**src/qmeu_pkg.sv**
```systemverilog
// Package for the queue machine execute unit: sizes, opcodes, payload types,
// and the controller/datapath command and status structs. No dependencies.
`timescale 1ns / 1ps
`default_nettype none
package qmeu_pkg;
  localparam int QueueDepth = 1024;
  localparam int QAW = $clog2(QueueDepth);
  localparam int CntW = $clog2(QueueDepth + 1);
  localparam int ProgramDepth = 4096;
  localparam int PAW = $clog2(ProgramDepth);
  localparam int NumRegs = 26;
  localparam int WordW = 16;

  localparam logic [4:0] OP_PUSH_IMM = 5'd0;
  localparam logic [4:0] OP_ADD = 5'd1;
  localparam logic [4:0] OP_SUB = 5'd2;
  localparam logic [4:0] OP_MUL = 5'd3;
  localparam logic [4:0] OP_DIV = 5'd4;
  localparam logic [4:0] OP_MOD = 5'd5;
  localparam logic [4:0] OP_POP_REG = 5'd6;
  localparam logic [4:0] OP_PUSH_REG = 5'd7;
  localparam logic [4:0] OP_PRN_Q = 5'd8;
  localparam logic [4:0] OP_PRN_R = 5'd9;
  localparam logic [4:0] OP_PRC_Q = 5'd10;
  localparam logic [4:0] OP_PRC_R = 5'd11;
  localparam logic [4:0] OP_NOP = 5'd12;
  localparam logic [4:0] OP_JMP = 5'd13;
  localparam logic [4:0] OP_JZ = 5'd14;
  localparam logic [4:0] OP_JEQ = 5'd15;
  localparam logic [4:0] OP_JGT = 5'd16;
  localparam logic [4:0] OP_HALT = 5'd17;

  localparam logic [1:0] ST_OK = 2'd0;
  localparam logic [1:0] ST_UNDER = 2'd1;
  localparam logic [1:0] ST_OVER = 2'd2;

  typedef struct packed {
    logic [4:0] mode;
    logic [4:0] reg_first;
    logic [4:0] reg_second;
    logic [15:0] immediate;
    logic [11:0] jump_target;
  } instr_t;

  typedef struct packed {
    logic print_valid;
    logic [15:0] print_value;
    logic print_is_char;
    logic branch_taken;
    logic [11:0] branch_address;
    logic halted;
    logic [1:0] status;
  } result_t;

  // controller -> datapath
  typedef struct packed {
    logic load;      // latch instruction
    logic deq_x;     // pop first operand
    logic deq_y;     // pop second operand
    logic div_start;
    logic div_step;
    logic finish;    // do the write-back and build result
  } dp_cmd_t;

  // datapath -> controller
  typedef struct packed {
    logic div_done;
  } dp_sts_t;
endpackage
`default_nettype wire

```
**src/qmeu_ctrl.sv**
```systemverilog
// Controller FSM of the execute unit: sequences queue reads and the divider.
// Depends on qmeu_pkg.
`timescale 1ns / 1ps
`default_nettype none
module qmeu_ctrl (
  input wire logic clk,
  input wire logic rst,
  input wire logic in_valid,
  output logic in_ready,
  input wire logic [4:0] in_mode,
  input wire logic halted_now,
  output qmeu_pkg::dp_cmd_t cmd,
  input wire qmeu_pkg::dp_sts_t sts,
  output logic out_valid,
  input wire logic out_ready
);
  import qmeu_pkg::*;
  typedef enum logic [2:0] {S_IDLE, S_RDX, S_RDY, S_DIV, S_FIN, S_OUT} state_t;
  state_t state;
  logic [4:0] mode;

  assign in_ready = (state == S_IDLE) || (state == S_OUT && out_ready);

  always_comb begin
    cmd = '0;
    cmd.load = in_valid && in_ready;
    cmd.deq_x = (state == S_RDX);
    cmd.deq_y = (state == S_RDY);
    cmd.div_start = (state == S_RDY) && (mode == OP_DIV || mode == OP_MOD);
    cmd.div_step = (state == S_DIV);
    cmd.finish = (state == S_FIN);
  end

  always_ff @(posedge clk) begin
    if (rst) begin
      state <= S_IDLE;
      out_valid <= 1'b0;
      mode <= OP_NOP;
    end else begin
      if (out_valid && out_ready) out_valid <= 1'b0;
      unique case (state)
        S_IDLE, S_OUT: begin
          if (state == S_OUT && out_ready) state <= S_IDLE;
          if (in_valid && in_ready) begin
            mode <= in_mode;
            if (halted_now) state <= S_FIN;
            else if (in_mode inside {[OP_ADD:OP_POP_REG], OP_PRN_Q, OP_PRC_Q})
              state <= S_RDX;
            else state <= S_FIN;
          end
        end
        S_RDX: begin
          if (mode inside {[OP_ADD:OP_MOD]}) state <= S_RDY;
          else state <= S_FIN;
        end
        S_RDY: begin
          if (mode == OP_DIV || mode == OP_MOD) state <= S_DIV;
          else state <= S_FIN;
        end
        S_DIV: if (sts.div_done) state <= S_FIN;
        S_FIN: begin
          state <= S_OUT;
          out_valid <= 1'b1;
        end
        default: state <= S_IDLE;
      endcase
    end
  end
endmodule
`default_nettype wire

```
**config.mk**
```make
export PLATFORM = sky130hd
export DESIGN_NAME = qmeu_ctrl
export DESIGN_NICKNAME = d
export VERILOG_FILES = /design/src/qmeu_pkg.sv /design/src/qmeu_ctrl.sv
export SDC_FILE = /design/constraint.sdc
export NUM_CORES = 1
export LEC_CHECK = 0
export BUFFER_PORTS_ARGS = -buffer_cell sky130_fd_sc_hd__buf_2
export CAP_MARGIN = 20
export CORE_AREA = 2 2 39 41
export DETAILED_ROUTE_END_ITERATION = 10
export DIE_AREA = 0 0 41 43
export PLACE_DENSITY = 0.79
export SYNTH_ARGS = -nofsm -noshare
export SYNTH_HDL_FRONTEND = slang
export SYNTH_SLANG_ARGS = --single-unit
```
**constraint.sdc**
```tcl
create_clock -name clk -period 3.9 [get_ports clk]
set_input_delay 0.39 -clock clk [delete_from_list [all_inputs] [get_ports clk]]
set_output_delay 0.39 -clock clk [all_outputs]
set_load 0.1 [all_outputs]
```
==> flow_summary.yaml, run 1 <==
sta:
  setup_tns_ns: 0
  finalHoldViolCount: 0
  fmax_mhz: 439
  max_slew_margin_pct: 67.8
  slew_viol_final: 0
  post-route-min-period_ns: 2.28
  period_share_pct: 58.4
  fin_skew_ns: 0.00727
  grt_setup_unrepaired: "false"
  hold_ws_ns: 0.355
  tightest_slew_ns: 0.486
  setup_viol: 0
floorplan:
  start_util_pct: 41.1
  pin_count: 19
  core-area_sq_um: 1380
  dieWidth_um: 41
  rows: 14
  die-area_sq_um: 1760
  fp.dieH_um: 43
worst_hold_path:
  hold_depth: 2
  hp-class: "in2reg"
worst_setup_path:
  cpPeakStageDelay_ns: 0.56
  cp.depth: 4
  path_max_fanout: 14
  crit_type: "reg2out"
  worst_r2r_path_depth: 4
  cp_slowest_cell: "dfxtp_1"
  path_buf_inv: 2
  critPathRequiredTime_ns: 3.51
  crit_path_cell_trace: "and3_1 > o211ai_2 > inv_1 > buf_2"
  crit_family: "buffers and inverters"
  cp.arrival_ns: 1.89
  crit_path_end_kind: "output port"
  cp-start-kind: "flip-flop"
routing:
  vias_per_cell: 5.38
  firstDrtPassIters: 1
  drt_iter0_drc: 0
  drt_drc_violations_left: 0
  routed_wl_um: 1290
  drtAntennaViolNets: 0
  wl_per_cell_um: 12.4
  routed-via-count: 560
grt:
  grt_overflow: 0
  antenna_found_initial: 0
  grt_max_degree: 15
  grt_pass1_wl_um: 2110
  grt_util_all_layers_pct: 17.4
  grt_pass1_vias: 532
logic_synthesis:
  netlist_area_sq_um: 569
  ys_seq_elements: 9
  syn_avg_cell_area_sq_um: 8.13
  yosys_warnings: 0
  syn_nets: 81
  synth_cells: 70
  ys_types: 34
  yosysSeqAreaShare_pct: 31.6
final_layout:
  fin_nets: 100
  num_antenna_cells: 0
  syn2layout_area_growth_pct: 20.0
  final_common_cell: "buf_2"
  drive_gt1_share_pct: 29.5
  final_cell_mix: "buf_2, nor2_1, dfxtp_1"
clock_network:
  cts.sinks: 9
  htree_levels: 1
  numCtsBuffers: 3
  postCtsSetupRepairBufs: 0
  cts_tree: "done"
  clk_pin_slew_ns: 0.06
  clock_latency_ns: 0.27
  ctsRootBufferMaster: "clkbuf_4"
  ctsLongestPathBuffers: 2
  ctsResizeCount: 0
  hold_buffers: 0
power_and_ir_drop:
  p_per_area_nw_per_um2: 499
  p_leak_uw: 0.000319
  irDropWorstVdd_mv: 0.271
place:
  portBuffers: 18
  gp_congestion: 0.723
  dp_hpwl_um: 1010
outcome:
  status: "complete, no violations"
job:
  cap_violations: 0
state kept, by name (all words and copies together), names as in the netlist:
register and count:
out_valid 1, mode 5, state 3
final cells by class:
type,count,area (sq um)
fill,140,701
multi-input combinational,53,350
sequential,9,180
timing repair buffer,18,90.1
clock buffer,3,22.5
tap,16,20.0
inverter,4,15.0
clock inverter,1,5.00
worst paths after layout:
check | start | end | slack [ns]
min reg2reg | out_valid$_SDFFE_PP0P_ | out_valid$_SDFFE_PP0P_ | 0.52
min | in_mode[3] | mode[3]$_SDFFE_PP1P_ | 0.36
max reg2reg | state[0]$_SDFFE_PP0P_ | mode[3]$_SDFFE_PP1P_ | 2.28
max | state[0]$_SDFFE_PP0P_ | cmd[5] | 1.62
layer usage:
| layer | GRT usage, % | vias up | share of wire [%] |
|---|---|---|---|
| li1 | - | 291 | - |
| met1 | 20.9 | 248 | 46 |
| met2 | 28.1 | 19 | 47 |
| met3 | 4.71 | 2 | 5.8 |
| met4 | 6.00 | 0 | 1.6 |
| met5 | 0 | - | 0 |
logic make-up after synthesis:
group           Yosys count  synth area share (%)
simple gates             32                  32.1
compound gates           18                  24.2
flops                     9                  31.6
buf+inv                   8                  6.81
mux                       3                  5.27
power breakdown:
group | switching [uW] | internal [uW] | total [uW]
sequential | 16.9 | 103 | 120
clock | 34.1 | 37.9 | 72.0
combinational | 107 | 42.5 | 149
total | 158 | 183 | 341
metrics by stage:
step	total power, uW	instances	cell area, sq um	worst slack [ns]	utilization (%)
final	341	104	683	1.62	49.4
after CTS	343	104	683	1.64	49.4
after global placement	269	100	656	1.99	47.4
after detailed placement	272	100	656	1.93	47.4
after global routing	364	104	683	1.52	49.4
after floorplan	246	70	569	0.628	-
synth_stat cells (all sizes together):
| library cell | n | share of area (%) |
|---|---|---|
| o22ai | 1 | 1.1 |
| a22o | 1 | 1.5 |
| clkbuf | 1 | 0.66 |
| a311oi | 1 | 1.5 |
| nand2 | 1 | 0.66 |
| nor3b | 1 | 1.3 |
| nor2 | 9 | 5.9 |
| o21ai | 3 | 2.6 |
| o21a | 1 | 1.3 |
| or4b | 1 | 2.4 |
| dfxtp | 9 | 32 |
| nor4b | 1 | 1.5 |
| nor2b | 4 | 4.4 |
| inv | 4 | 2.6 |
| o221a | 1 | 2.0 |
| o211ai | 1 | 2.2 |
| nor4 | 1 | 1.1 |
| and2 | 3 | 3.3 |
| a21oi | 4 | 3.5 |
| and3 | 2 | 2.2 |
| buf | 3 | 3.5 |
| a211oi | 2 | 3.5 |
| nand3 | 1 | 0.88 |
| mux2i | 3 | 5.3 |
| and2b | 1 | 1.3 |
| or4 | 1 | 1.3 |
| or3 | 2 | 2.2 |
| o311a | 1 | 1.8 |
| a211o | 2 | 3.1 |
| nor3 | 4 | 3.5 |
Power figures use the tool's default switching activity.
==> run 2: changes to the inputs <==
==> constraint.sdc (replaced) <==
create_clock -name clk -period 2.4 [get_ports clk]
set_input_delay 0.24 -clock clk [delete_from_list [all_inputs] [get_ports clk]]
set_output_delay 0.24 -clock clk [all_outputs]
set_load 0.1 [all_outputs]
==> run 2 against run 1 <==
Against the previous run:
- core utilization is 0.63 points higher
- cell area up 1.3%
- largest cell class unchanged
- setup slack got worse by 1.4 ns
- critical endpoint unchanged
- register-to-register slack got worse by 1.5 ns
- cell count is the same
- clock power rose by 65%
- routed wire length shrank 2.9%
==> flow_summary.yaml, run 2 (same netlist as run 1, synthesis figures left out) <==
routing:
  drt_drc_violations_left: 0
  drt_iter0_drc: 4
  drtAntennaViolNets: 0
  routed-via-count: 586
  firstDrtPassIters: 4
  vias_per_cell: 5.63
  wl_per_cell_um: 12.0
  routed_wl_um: 1250
outcome:
  status: "complete, no violations"
floorplan:
  core-area_sq_um: 1380
  start_util_pct: 41.1
  dieWidth_um: 41
  rows: 14
  pin_count: 19
  fp.dieH_um: 43
  die-area_sq_um: 1760
power_and_ir_drop:
  p_sw_uw: 256
  combPwrFrac_pct: 43.6
  power_switching_share_pct: 45.9
  irDropWorstVdd_mv: 0.305
  power.clock.fraction_pct: 21.3
  p_per_area_nw_per_um2: 805
  p_int_uw: 301
  p_leak_uw: 0.000319
  seq_power_share_pct: 35.1
final_layout:
  top_register: "mode"
  reg_top3: "mode x5, state x3, out_valid x1"
  final_cell_mix: "buf_2, nor2_1, dfxtp_1"
  largest_register_ffs: 5
  drive_gt1_share_pct: 30.7
  fin_util_pct: 50.0
  final_common_cell: "buf_2"
  stdcell_count: 104
  num_antenna_cells: 0
  fin_nets: 100
  syn2layout_area_growth_pct: 21.5
  final_area_sq_um: 692
worst_setup_path:
  crit_type: "reg2out"
  worst_r2r_path_depth: 4
  rr_endpoint: "mode[2]$_SDFFE_PP1P_"
  critPathRequiredTime_ns: 2.16
  cp-start-kind: "flip-flop"
  r2r-start: "state[0]$_SDFFE_PP0P_"
  reg2reg_slack_ns: 0.75
  cp.arrival_ns: 1.91
  path_max_fanout: 14
  crit_path_end_kind: "output port"
sta:
  fmax_mhz: 464
  hold_ws_ns: 0.201
  finalHoldViolCount: 0
  setup_tns_ns: 0
  period_share_pct: 89.7
  setup_viol: 0
  grt_setup_unrepaired: "false"
  post-route-min-period_ns: 2.15
  fin_skew_ns: 0.00147
  tightest_slew_ns: 0.487
  max_slew_margin_pct: 67.7
  slew_viol_final: 0
place:
  portBuffers: 18
  dp_cells: 100
  gp_congestion: 0.721
  place_area_sq_um: 666
  dp_hpwl_um: 973
job:
  cap_violations: 0
clock_network:
  clk_pin_slew_ns: 0.06
  ctsRootBufferMaster: "clkbuf_4"
  htree_levels: 1
  postCtsSetupRepairBufs: 0
  hold_buffers: 0
  ctsLongestPathBuffers: 2
  numCtsBuffers: 3
  ctsResizeCount: 0
  clock_latency_ns: 0.26
  cts_tree: "done"
  cts.sinks: 9
worst_hold_path:
  holdCritStartpoint: "in_mode[3]"
  hold_depth: 2
  hp-class: "in2reg"
  holdPathEnd: "mode[3]$_SDFFE_PP1P_"
grt:
  grt_pass1_wl_um: 2220
  grt_util_all_layers_pct: 18.5
  grt_max_degree: 15
  antenna_found_initial: 0
  grt_overflow: 0
  grt_pass1_vias: 548
[run 2: per-layer routing]
layer	vias up	track usage, %	share of wire, %
met5	-	0	0
met4	0	12.0	3.2
met3	4	4.71	5.8
met2	19	27.5	46
met1	269	22.5	45
li1	294	-	-
[run 2: worst max-delay path by stage]
stage                                      from      to  cells past startpoint
after CTS                 state[0]$_SDFFE_PP0P_  cmd[5]                      4
after global routing      state[0]$_SDFFE_PP0P_  cmd[5]                      4
after floorplan            mode[3]$_SDFFE_PP1P_  cmd[2]                      2
after detailed placement  state[0]$_SDFFE_PP0P_  cmd[5]                      4
after global placement    state[0]$_SDFFE_PP0P_  cmd[5]                      4
final                     state[0]$_SDFFE_PP0P_  cmd[5]                      4
[run 2: power groups by stage]
stage          combinational [uW]  sequential (uW)  clock (uW)
6_report                      243              196         119
3_3_place_gp                  242              196           0
3_5_place_dp                  244              198           0
4_1_cts                       245              195         120
2_1_floorplan                 205              197           0
5_1_grt                       262              200         131
[run 2: final cells by class]
type / instances / area (sq um)
clock buffers: 4 / 26.3
fillers: 150 / 692
inverters: 4 / 15.0
multi-input cells: 53 / 360
flip-flops and latches: 9 / 180
well taps: 16 / 20.0
repair buffers: 18 / 90.1
[run 2: per-stage QoR]
stage,total power (uW),setup WS (ns)
after floorplan,402,0.138
after global placement,438,0.617
after detailed placement,442,0.544
after CTS,561,0.259
after global routing,593,0.128
final,557,0.247
[run 2: critical path, cell delays in order (launching register included)]
cell      delay, ns
dfxtp_1        0.59
and3_1         0.26
o211ai_2       0.20
inv_1          0.15
buf_2          0.44
